$ cat config.mk
export PLATFORM = sky130hd
export DESIGN_NAME = form_urlencoded_pair_decoder_core_flat
export DESIGN_NICKNAME = d
export VERILOG_FILES = /design/src/sv/fud_pkg.sv /design/src/sv/fud_if.sv /design/src/sv/fud_step.sv /design/src/sv/fud_res_fifo.sv /design/src/sv/form_urlencoded_pair_decoder_core.sv /design/src/flat_wrapper.sv
export SDC_FILE = /design/constraint.sdc
export NUM_CORES = 1
export LEC_CHECK = 0
export ABC_AREA = 1
export BUFFER_PORTS_ARGS = -buffer_cell sky130_fd_sc_hd__buf_2
export CORE_ASPECT_RATIO = 1.1
export CORE_UTILIZATION = 50
export CTS_CLUSTER_DIAMETER = 30
export DETAILED_ROUTE_END_ITERATION = 7
export GPL_ROUTABILITY_DRIVEN = 1
export PLACE_DENSITY = 0.79
export SLEW_MARGIN = 40
export SYNTH_ARGS = -nofsm -noshare
export SYNTH_HDL_FRONTEND = slang
export SYNTH_SLANG_ARGS = --single-unit
$ cat constraint.sdc
create_clock -name clk -period 7.5 [get_ports clk]
set_input_delay 0.375 -clock clk [delete_from_list [all_inputs] [get_ports clk]]
set_output_delay 0.375 -clock clk [all_outputs]
set_load 0.02 [all_outputs]
$ cat src/sv/fud_pkg.sv
// Package: shared types, result kind codes and character helpers for the form pair decoder.
package fud_pkg;

    localparam logic [1:0] KIND_NAME     = 2'd0;
    localparam logic [1:0] KIND_VALUE    = 2'd1;
    localparam logic [1:0] KIND_COMPLETE = 2'd2;
    localparam logic [1:0] KIND_DROPPED  = 2'd3;

    localparam logic [1:0] ESC_NONE = 2'd0;
    localparam logic [1:0] ESC_HIGH = 2'd1;
    localparam logic [1:0] ESC_LOW  = 2'd2;

    localparam logic [4:0] HEX_BAD = 5'd16;

    typedef struct packed {
        logic [7:0] out_byte;
        logic [1:0] out_kind;
        logic       message_done;
        logic       stopped_early;
    } result_t;

    typedef struct packed {
        logic       in_value;
        logic [1:0] escape_phase;
        logic [3:0] high_nibble;
        logic       name_nonempty;
        logic       value_nonempty;
        logic       halted;
    } state_t;

    localparam state_t STATE_CLEAR = '{
        in_value:       1'b0,
        escape_phase:   ESC_NONE,
        high_nibble:    4'd0,
        name_nonempty:  1'b0,
        value_nonempty: 1'b0,
        halted:         1'b0
    };

    // Outcome of one byte: next state and up to two results.
    typedef struct packed {
        state_t     state_next;
        logic [1:0] count;
        result_t    res0;
        result_t    res1;
    } step_t;

    function automatic logic is_plain(input logic [7:0] c);
        return (c >= "a" && c <= "z") || (c >= "A" && c <= "Z") ||
               (c >= "0" && c <= "9") || c == "." || c == "-" ||
               c == "~" || c == "_";
    endfunction

    // 0..15 for an uppercase hex digit, HEX_BAD otherwise.
    function automatic logic [4:0] hex_val(input logic [7:0] c);
        logic [7:0] d;
        d = 8'd0;
        if (c >= "0" && c <= "9")
        begin
            d = c - 8'h30;
            return d[4:0];
        end
        if (c >= "A" && c <= "F")
        begin
            d = c - 8'h37;
            return d[4:0];
        end
        return HEX_BAD;
    endfunction

endpackage

$ cat src/sv/fud_if.sv
// Interfaces: encoded byte channel and decoded result channel.
interface fud_enc_if;
    logic       valid;
    logic       ready;
    logic [7:0] data_byte;
    logic       end_of_content;

    modport source (output valid, output data_byte, output end_of_content, input ready);
    modport sink   (input valid, input data_byte, input end_of_content, output ready);
endinterface

interface fud_dec_if;
    logic       valid;
    logic       ready;
    logic [7:0] out_byte;
    logic [1:0] out_kind;
    logic       message_done;
    logic       stopped_early;

    modport source (output valid, output out_byte, output out_kind,
                    output message_done, output stopped_early, input ready);
    modport sink   (input valid, input out_byte, input out_kind,
                    input message_done, input stopped_early, output ready);
endinterface

$ cat src/sv/fud_step.sv
// Per-byte decode logic: next parser state and the results one byte causes.
module fud_step
(
    input  fud_pkg::state_t state,
    input  logic [7:0]      data_byte,
    input  logic            end_of_content,
    output fud_pkg::step_t  step
);

    fud_pkg::state_t  ns;
    fud_pkg::result_t r0;
    fud_pkg::result_t r1;
    fud_pkg::result_t fin;
    logic [1:0]       n;
    logic             bad;
    logic             emit;
    logic [7:0]       emit_byte;
    logic [4:0]       hv;

    always_comb
    begin
        ns        = state;
        r0        = '0;
        r1        = '0;
        fin       = '0;
        n         = 2'd0;
        bad       = 1'b0;
        emit      = 1'b0;
        emit_byte = 8'd0;
        hv        = fud_pkg::hex_val(data_byte);

        if (state.halted)
        begin
            if (end_of_content)
            begin
                ns = fud_pkg::STATE_CLEAR;
            end
        end
        else
        begin
            if (state.escape_phase == fud_pkg::ESC_HIGH)
            begin
                if (hv == fud_pkg::HEX_BAD)
                begin
                    bad = 1'b1;
                end
                else
                begin
                    ns.high_nibble  = hv[3:0];
                    ns.escape_phase = fud_pkg::ESC_LOW;
                    bad             = end_of_content;
                end
            end
            else if (state.escape_phase == fud_pkg::ESC_LOW)
            begin
                if (hv == fud_pkg::HEX_BAD)
                begin
                    bad = 1'b1;
                end
                else
                begin
                    ns.escape_phase = fud_pkg::ESC_NONE;
                    emit            = 1'b1;
                    emit_byte       = {state.high_nibble, hv[3:0]};
                end
            end
            else if (fud_pkg::is_plain(data_byte))
            begin
                emit      = 1'b1;
                emit_byte = data_byte;
            end
            else if (data_byte == "+")
            begin
                emit      = 1'b1;
                emit_byte = 8'h20;
            end
            else if (data_byte == "%")
            begin
                ns.escape_phase = fud_pkg::ESC_HIGH;
                bad             = end_of_content;
            end
            else if (data_byte == "=")
            begin
                ns.in_value = 1'b1;
            end
            else if (data_byte == "&")
            begin
                r0.out_kind       = fud_pkg::KIND_COMPLETE;
                n                 = 2'd1;
                ns.name_nonempty  = 1'b0;
                ns.value_nonempty = 1'b0;
                ns.in_value       = 1'b0;
            end
            else
            begin
                bad = 1'b1;
            end

            if (emit)
            begin
                r0.out_byte = emit_byte;
                r0.out_kind = state.in_value ? fud_pkg::KIND_VALUE : fud_pkg::KIND_NAME;
                n           = 2'd1;
                if (state.in_value)
                begin
                    ns.value_nonempty = 1'b1;
                end
                else
                begin
                    ns.name_nonempty = 1'b1;
                end
            end

            // final marker judges the flags as this byte leaves them
            fin.out_kind      = (ns.name_nonempty && ns.value_nonempty) ?
                                fud_pkg::KIND_COMPLETE : fud_pkg::KIND_DROPPED;
            fin.message_done  = 1'b1;
            fin.stopped_early = bad;

            if (bad || end_of_content)
            begin
                if (n == 2'd0)
                begin
                    r0 = fin;
                end
                else
                begin
                    r1 = fin;
                end
                n = n + 2'd1;
                if (end_of_content)
                begin
                    ns = fud_pkg::STATE_CLEAR;
                end
                else
                begin
                    ns.halted = 1'b1;
                end
            end
        end

        step.state_next = ns;
        step.count      = n;
        step.res0       = r0;
        step.res1       = r1;
    end

endmodule

$ cat src/sv/fud_res_fifo.sv
// Three-entry result queue: takes up to two results a cycle, delivers one.
module fud_res_fifo
(
    input  logic             clk,
    input  logic             rst_n,
    input  logic [1:0]       push_count,
    input  fud_pkg::result_t push0,
    input  fud_pkg::result_t push1,
    input  logic             pop,
    output logic [1:0]       count,
    output fud_pkg::result_t head
);

    localparam int DEPTH = 3;
    localparam logic [1:0] LAST_IDX = 2'(DEPTH - 1);

    fud_pkg::result_t mem [DEPTH];
    logic [1:0] rd_reg, rd_next;
    logic [1:0] wr_reg, wr_next;
    logic [1:0] count_reg, count_next;

    function automatic logic [1:0] ptr_inc(input logic [1:0] p);
        return (p == LAST_IDX) ? 2'd0 : p + 2'd1;
    endfunction

    always_comb
    begin
        rd_next    = pop ? ptr_inc(rd_reg) : rd_reg;
        case (push_count)
            2'd1:    wr_next = ptr_inc(wr_reg);
            2'd2:    wr_next = ptr_inc(ptr_inc(wr_reg));
            default: wr_next = wr_reg;
        endcase
        count_next = count_reg + push_count - {1'b0, pop};
    end

    always_ff @(posedge clk or negedge rst_n)
    begin
        if (!rst_n)
        begin
            rd_reg    <= 2'd0;
            wr_reg    <= 2'd0;
            count_reg <= 2'd0;
        end
        else
        begin
            rd_reg    <= rd_next;
            wr_reg    <= wr_next;
            count_reg <= count_next;
        end
    end

    always_ff @(posedge clk)
    begin
        if (push_count != 2'd0)
        begin
            mem[wr_reg] <= push0;
        end
        if (push_count == 2'd2)
        begin
            mem[ptr_inc(wr_reg)] <= push1;
        end
    end

    assign count = count_reg;
    assign head  = mem[rd_reg];

endmodule

$ cat src/sv/form_urlencoded_pair_decoder_core.sv
// Top level: form-urlencoded pair decoder, encoded bytes in, decoded bytes and markers out.
//
// Usage:
//   encoded: one raw content byte per transaction, end_of_content set on the
//            final byte of a message.
//   decoded: one result per transaction: a name or value byte, or a pair
//            marker (complete / dropped). message_done flags the last result
//            of a message; stopped_early flags an unexpected byte or a mid-escape end.
// Results: each result is written into the result queue when its byte is taken.
// Throughput: one byte per cycle while at most one result waits. A byte yields
//   zero, one or two results; the decoded side drains one result per cycle while
//   the receiver is ready, and only a final byte that decodes a byte or is an '&'
//   yields two. The limit is the single result port draining a three-entry queue.
// encoded.ready depends only on the queue fill (at most one result waiting),
//   never combinationally on decoded.ready.
// Reset: parser state returns to scanning a name with no escape pending and
//   the result queue empties.
// Receiver stall: results wait in the queue; once two are waiting, input
//   transactions are held off until no more than one is waiting.
module form_urlencoded_pair_decoder_core
(
    input  logic            clk,
    input  logic            rst_n,
    fud_enc_if.sink         encoded,
    fud_dec_if.source       decoded
);

    fud_pkg::state_t  state_reg, state_next;
    fud_pkg::step_t   step;
    fud_pkg::result_t head;
    logic [1:0]       fifo_count;
    logic [1:0]       push_count;
    logic             accept;
    logic             pop;

    // parser step for the byte being offered
    fud_step u_step
    (
        .state          (state_reg),
        .data_byte      (encoded.data_byte),
        .end_of_content (encoded.end_of_content),
        .step           (step)
    );

    // room for two more results whenever at most one waits
    assign encoded.ready = (fifo_count <= 2'd1);
    assign accept        = encoded.valid && encoded.ready;
    assign push_count    = accept ? step.count : 2'd0;
    assign pop           = decoded.valid && decoded.ready;

    always_comb
    begin
        state_next = accept ? step.state_next : state_reg;
    end

    always_ff @(posedge clk or negedge rst_n)
    begin
        if (!rst_n)
        begin
            state_reg <= fud_pkg::STATE_CLEAR;
        end
        else
        begin
            state_reg <= state_next;
        end
    end

    fud_res_fifo u_fifo
    (
        .clk        (clk),
        .rst_n      (rst_n),
        .push_count (push_count),
        .push0      (step.res0),
        .push1      (step.res1),
        .pop        (pop),
        .count      (fifo_count),
        .head       (head)
    );

    assign decoded.valid         = (fifo_count != 2'd0);
    assign decoded.out_byte      = head.out_byte;
    assign decoded.out_kind      = head.out_kind;
    assign decoded.message_done  = head.message_done;
    assign decoded.stopped_early = head.stopped_early;

endmodule

$ cat src/flat_wrapper.sv
// flat-port wrapper written by rule: the top's interface ports become plain ports
module form_urlencoded_pair_decoder_core_flat 
  (clk, rst_n, encoded_valid, encoded_data_byte, encoded_end_of_content, encoded_ready, decoded_valid, decoded_out_byte, decoded_out_kind, decoded_message_done, decoded_stopped_early, decoded_ready);
  fud_enc_if encoded_i ();
  fud_dec_if decoded_i ();
  input  logic clk;
  input  logic rst_n;
  input wire logic [$bits(encoded_i.valid)-1:0] encoded_valid;
  input wire logic [$bits(encoded_i.data_byte)-1:0] encoded_data_byte;
  input wire logic [$bits(encoded_i.end_of_content)-1:0] encoded_end_of_content;
  output wire logic [$bits(encoded_i.ready)-1:0] encoded_ready;
  output wire logic [$bits(decoded_i.valid)-1:0] decoded_valid;
  output wire logic [$bits(decoded_i.out_byte)-1:0] decoded_out_byte;
  output wire logic [$bits(decoded_i.out_kind)-1:0] decoded_out_kind;
  output wire logic [$bits(decoded_i.message_done)-1:0] decoded_message_done;
  output wire logic [$bits(decoded_i.stopped_early)-1:0] decoded_stopped_early;
  input wire logic [$bits(decoded_i.ready)-1:0] decoded_ready;
  assign encoded_i.valid = encoded_valid;
  assign encoded_i.data_byte = encoded_data_byte;
  assign encoded_i.end_of_content = encoded_end_of_content;
  assign encoded_ready = encoded_i.ready;
  assign decoded_valid = decoded_i.valid;
  assign decoded_out_byte = decoded_i.out_byte;
  assign decoded_out_kind = decoded_i.out_kind;
  assign decoded_message_done = decoded_i.message_done;
  assign decoded_stopped_early = decoded_i.stopped_early;
  assign decoded_i.ready = decoded_ready;
  form_urlencoded_pair_decoder_core u_core (.clk(clk), .rst_n(rst_n), .encoded(encoded_i), .decoded(decoded_i));
endmodule
==> results.ini <==
[synth]
synth-compound-area-share_pct=17.0
syn_avg_cell_area_um2=7.33
synthCells=444
synth_warnings=0
synth_top_area_cell=dfxtp_1
yosysUniqueCellTypes=37
synth_area_um2=3260
synth-async-reset-ratio_pct=30.8
ys_seq_elements=52
yosysMostFrequentCell=nand2_1
synth_xor_area_share_pct=0.538
yosys.area_share.adder_pct=4.23
synth_top_flop_cell=dfxtp_1
synthTopCellsByArea=dfxtp_1, dfrtp_1, edfxtp_1, nand2_1, inv_1
synth_edf_count=12
synthTopCellsByCount=nand2_1, inv_1, nor2_1
synth-simple-area-share_pct=28.9
ys_seq_area_share_pct=38.1
synthMuxAreaShare_pct=0
synth.top_cell.area_share_pct=14.8
synth_nets=468
synth_top_family_by_area=simple AND/OR/NAND/NOR gates

[timing]
layout_setup_ws_ns=3.61
period_needed_ns=3.89
slew_headroom_pct=54.1
slew_violations=0
max_freq_mhz=257
setup_tns_ns=0
timing.hold.ws_ns=0.318
rsz0062_at_grt=no
finClkSkew_ns=0.00661
finalHoldViolations=0
finalSetupViolCount=0
fin_crit_sh_pct=51.9
worst_slew_pin_slew_ns=0.683

[placement]
placed_cells=542
port-buffer-count=26
dp_slack_ns=3.05
hpwl_um=5720
place.gp.congestion=0.958

[worst_setup_path]
slowest_delay_ns=0.36
arrival_ns=3.86
worst_setup_path_start_kind=primary input
crit_top_cell=nand2_1
r2r_end=u_core.u_fifo.mem[2][3]$_DFFE_PP_
reg2reg_from=u_core.state_reg[7]$_DFFE_PN0P_
critPathTopFamily=simple AND/OR/NAND/NOR gates
r2r_cells=15
cp-end-kind=register
worstPathRequired_ns=7.46
path_buf_inv=6
slowest_stage=nor3_1
path_class=primary input to register
cp_max_fo=12
reg2reg_slack_ns=3.88

[clocking]
clk_pin_slew_ns=0.10
cts_setup_buffers=0
clockBufferDepth=2
h-tree-depth=2
clk_latency_ns=0.31
cts_tree=yes
cts.sinks=52
root_buffer=clkbuf_8
cts_buffers=5

[die]
core-area_um2=6230
fp.dieW_um=78.9
placementRows=30
num_io_pins=27
dieArea_um2=6840
start_util_pct=52.2
die_h_um=86.6

[global_route]
grt_first_pass_wirelength_um=12700
gr-usage-all-layers_pct=23.4
grt_max_degree=17
grt_antenna_before_repair=0
first_global_vias=2825
grt-ovfl-total=0

[hold_path]
whs_path_depth=2
hold_path_startpoint=encoded_end_of_content
hp-class=primary input to register
hold_end=u_core.state_reg[0]$_DFFE_PN0P_

[route]
route.vias.total=2986
via_per_inst=5.42
dr.pass1.iters=5
wl_per_cell_um=13.5
drtAntennaViolNets=0
drt_iter0_markers=181
drcViolationCount=0
routed_wl_um=7440

[final_layout]
nNetsFinal=494
multi_input_area_um2=1660
largest_reg_flops=36
layout-drive-gt1-share_pct=17.0
instances_no_fill=551
diodes=0
area_growth_pct=10.3
regArea_um2=1240
fillCellCount=583

[pwr]
power_density_nw_per_um2=301
p_leak_uw=0.00166
ir_drop_mv=0.173

[flow_run]
cap_violations=0

[status]
outcome=finished clean

==> what timing repair did <==
action                                  in CTS  in global routing
hold buffers                                 1                  0
endpoints found under the hold margin       16                  0
endpoints found under the setup margin       0                  0
gates resized for setup                      0                  0
==> metal layers <==
metal | global-route usage, % | share of wire [%]
met3 | 3.58 | 5.4
met1 | 28.5 | 44
met2 | 42.5 | 50
met4 | 6.78 | 1.1
met5 | 0 | 0
==> worst max-delay path by stage <==
stage / startpoint / to / slack, ns / cells past startpoint
finish: encoded_data_byte[1] / u_core.u_fifo.mem[2][3]$_DFFE_PP_ / 3.61 / 26
global route: encoded_data_byte[1] / u_core.u_fifo.mem[0][0]$_DFFE_PP_ / 3.22 / 26
CTS: encoded_data_byte[1] / u_core.u_fifo.mem[2][1]$_DFFE_PP_ / 3.39 / 26
detailed placement: encoded_data_byte[1] / u_core.u_fifo.mem[2][3]$_DFFE_PP_ / 3.05 / 26
global placement: encoded_data_byte[1] / u_core.u_fifo.mem[2][0]$_DFFE_PP_ / 3.31 / 23
floorplan: encoded_data_byte[0] / u_core.u_fifo.mem[2][0]$_DFFE_PP_ / 4.02 / 26
==> logic make-up (layout without fill, tap and decap cells) <==
| group | after synthesis | count (layout) |
|---|---|---|
| and+or+nand+nor | 197 | 197 |
| AOI/OAI and AO/OA | 89 | 89 |
| xor gates and xnor gates | 2 | 2 |
| buffers and inverters | 93 | 120 |
| adders and majority gates | 11 | 11 |
| DFF | 52 | 52 |
==> report_power, final <==
group	switching (uW)	internal [uW]
sequential	49.7	377
combinational	299	149
clock	96.3	109
total	445	636
==> metrics by stage <==
| stage | util, % | total power, uW | instance area, um^2 |
|---|---|---|---|
| final | 57.6 | 1080 | 3590 |
| after global routing | 57.6 | 1160 | 3590 |
| after CTS | 57.4 | 1080 | 3580 |
| after detailed placement | 55.3 | 875 | 3450 |
| after global placement | 55.3 | 859 | 3450 |
| after floorplan | - | 747 | 3260 |
==> worst register-to-register path, stage by stage, from the launching register on <==
cell	delay [ns]
dfrtp_1	0.43
nor2_2	0.48
inv_1	0.23
o21ai_0	0.14
nand2_1	0.08
nand2_1	0.08
nand2_2	0.08
nand2_4	0.10
ha_1	0.16
nand2_1	0.07
nor2_1	0.24
inv_1	0.08
ha_1	0.21
nor3_1	0.36
inv_1	0.27
o21ai_2	0.27
==> final cells by class <==
type                    count  share of cell area (%)
clock buffers               6                    2.30
clock inverters             2                    1.08
inverters                  85                    9.03
multi-input cells         299                    46.3
flip-flops and latches     52                    34.6
well taps                  80                    2.79
repair buffers             27                    3.90
==> cell usage in the layout, fill, tap and decap left out, drive strengths merged, types with 8 or more instances in the layout <==
master | Yosys | routed
a21oi | 14 | 14
buf | 3 | 26
dfrtp | 16 | 16
dfxtp | 24 | 24
edfxtp | 12 | 12
ha | 11 | 11
inv | 80 | 80
nand2 | 111 | 111
nand3 | 27 | 27
nor2 | 48 | 48
o21ai | 31 | 31
o221ai | 8 | 8
o22ai | 29 | 29
Power figures use the tool's default switching activity.
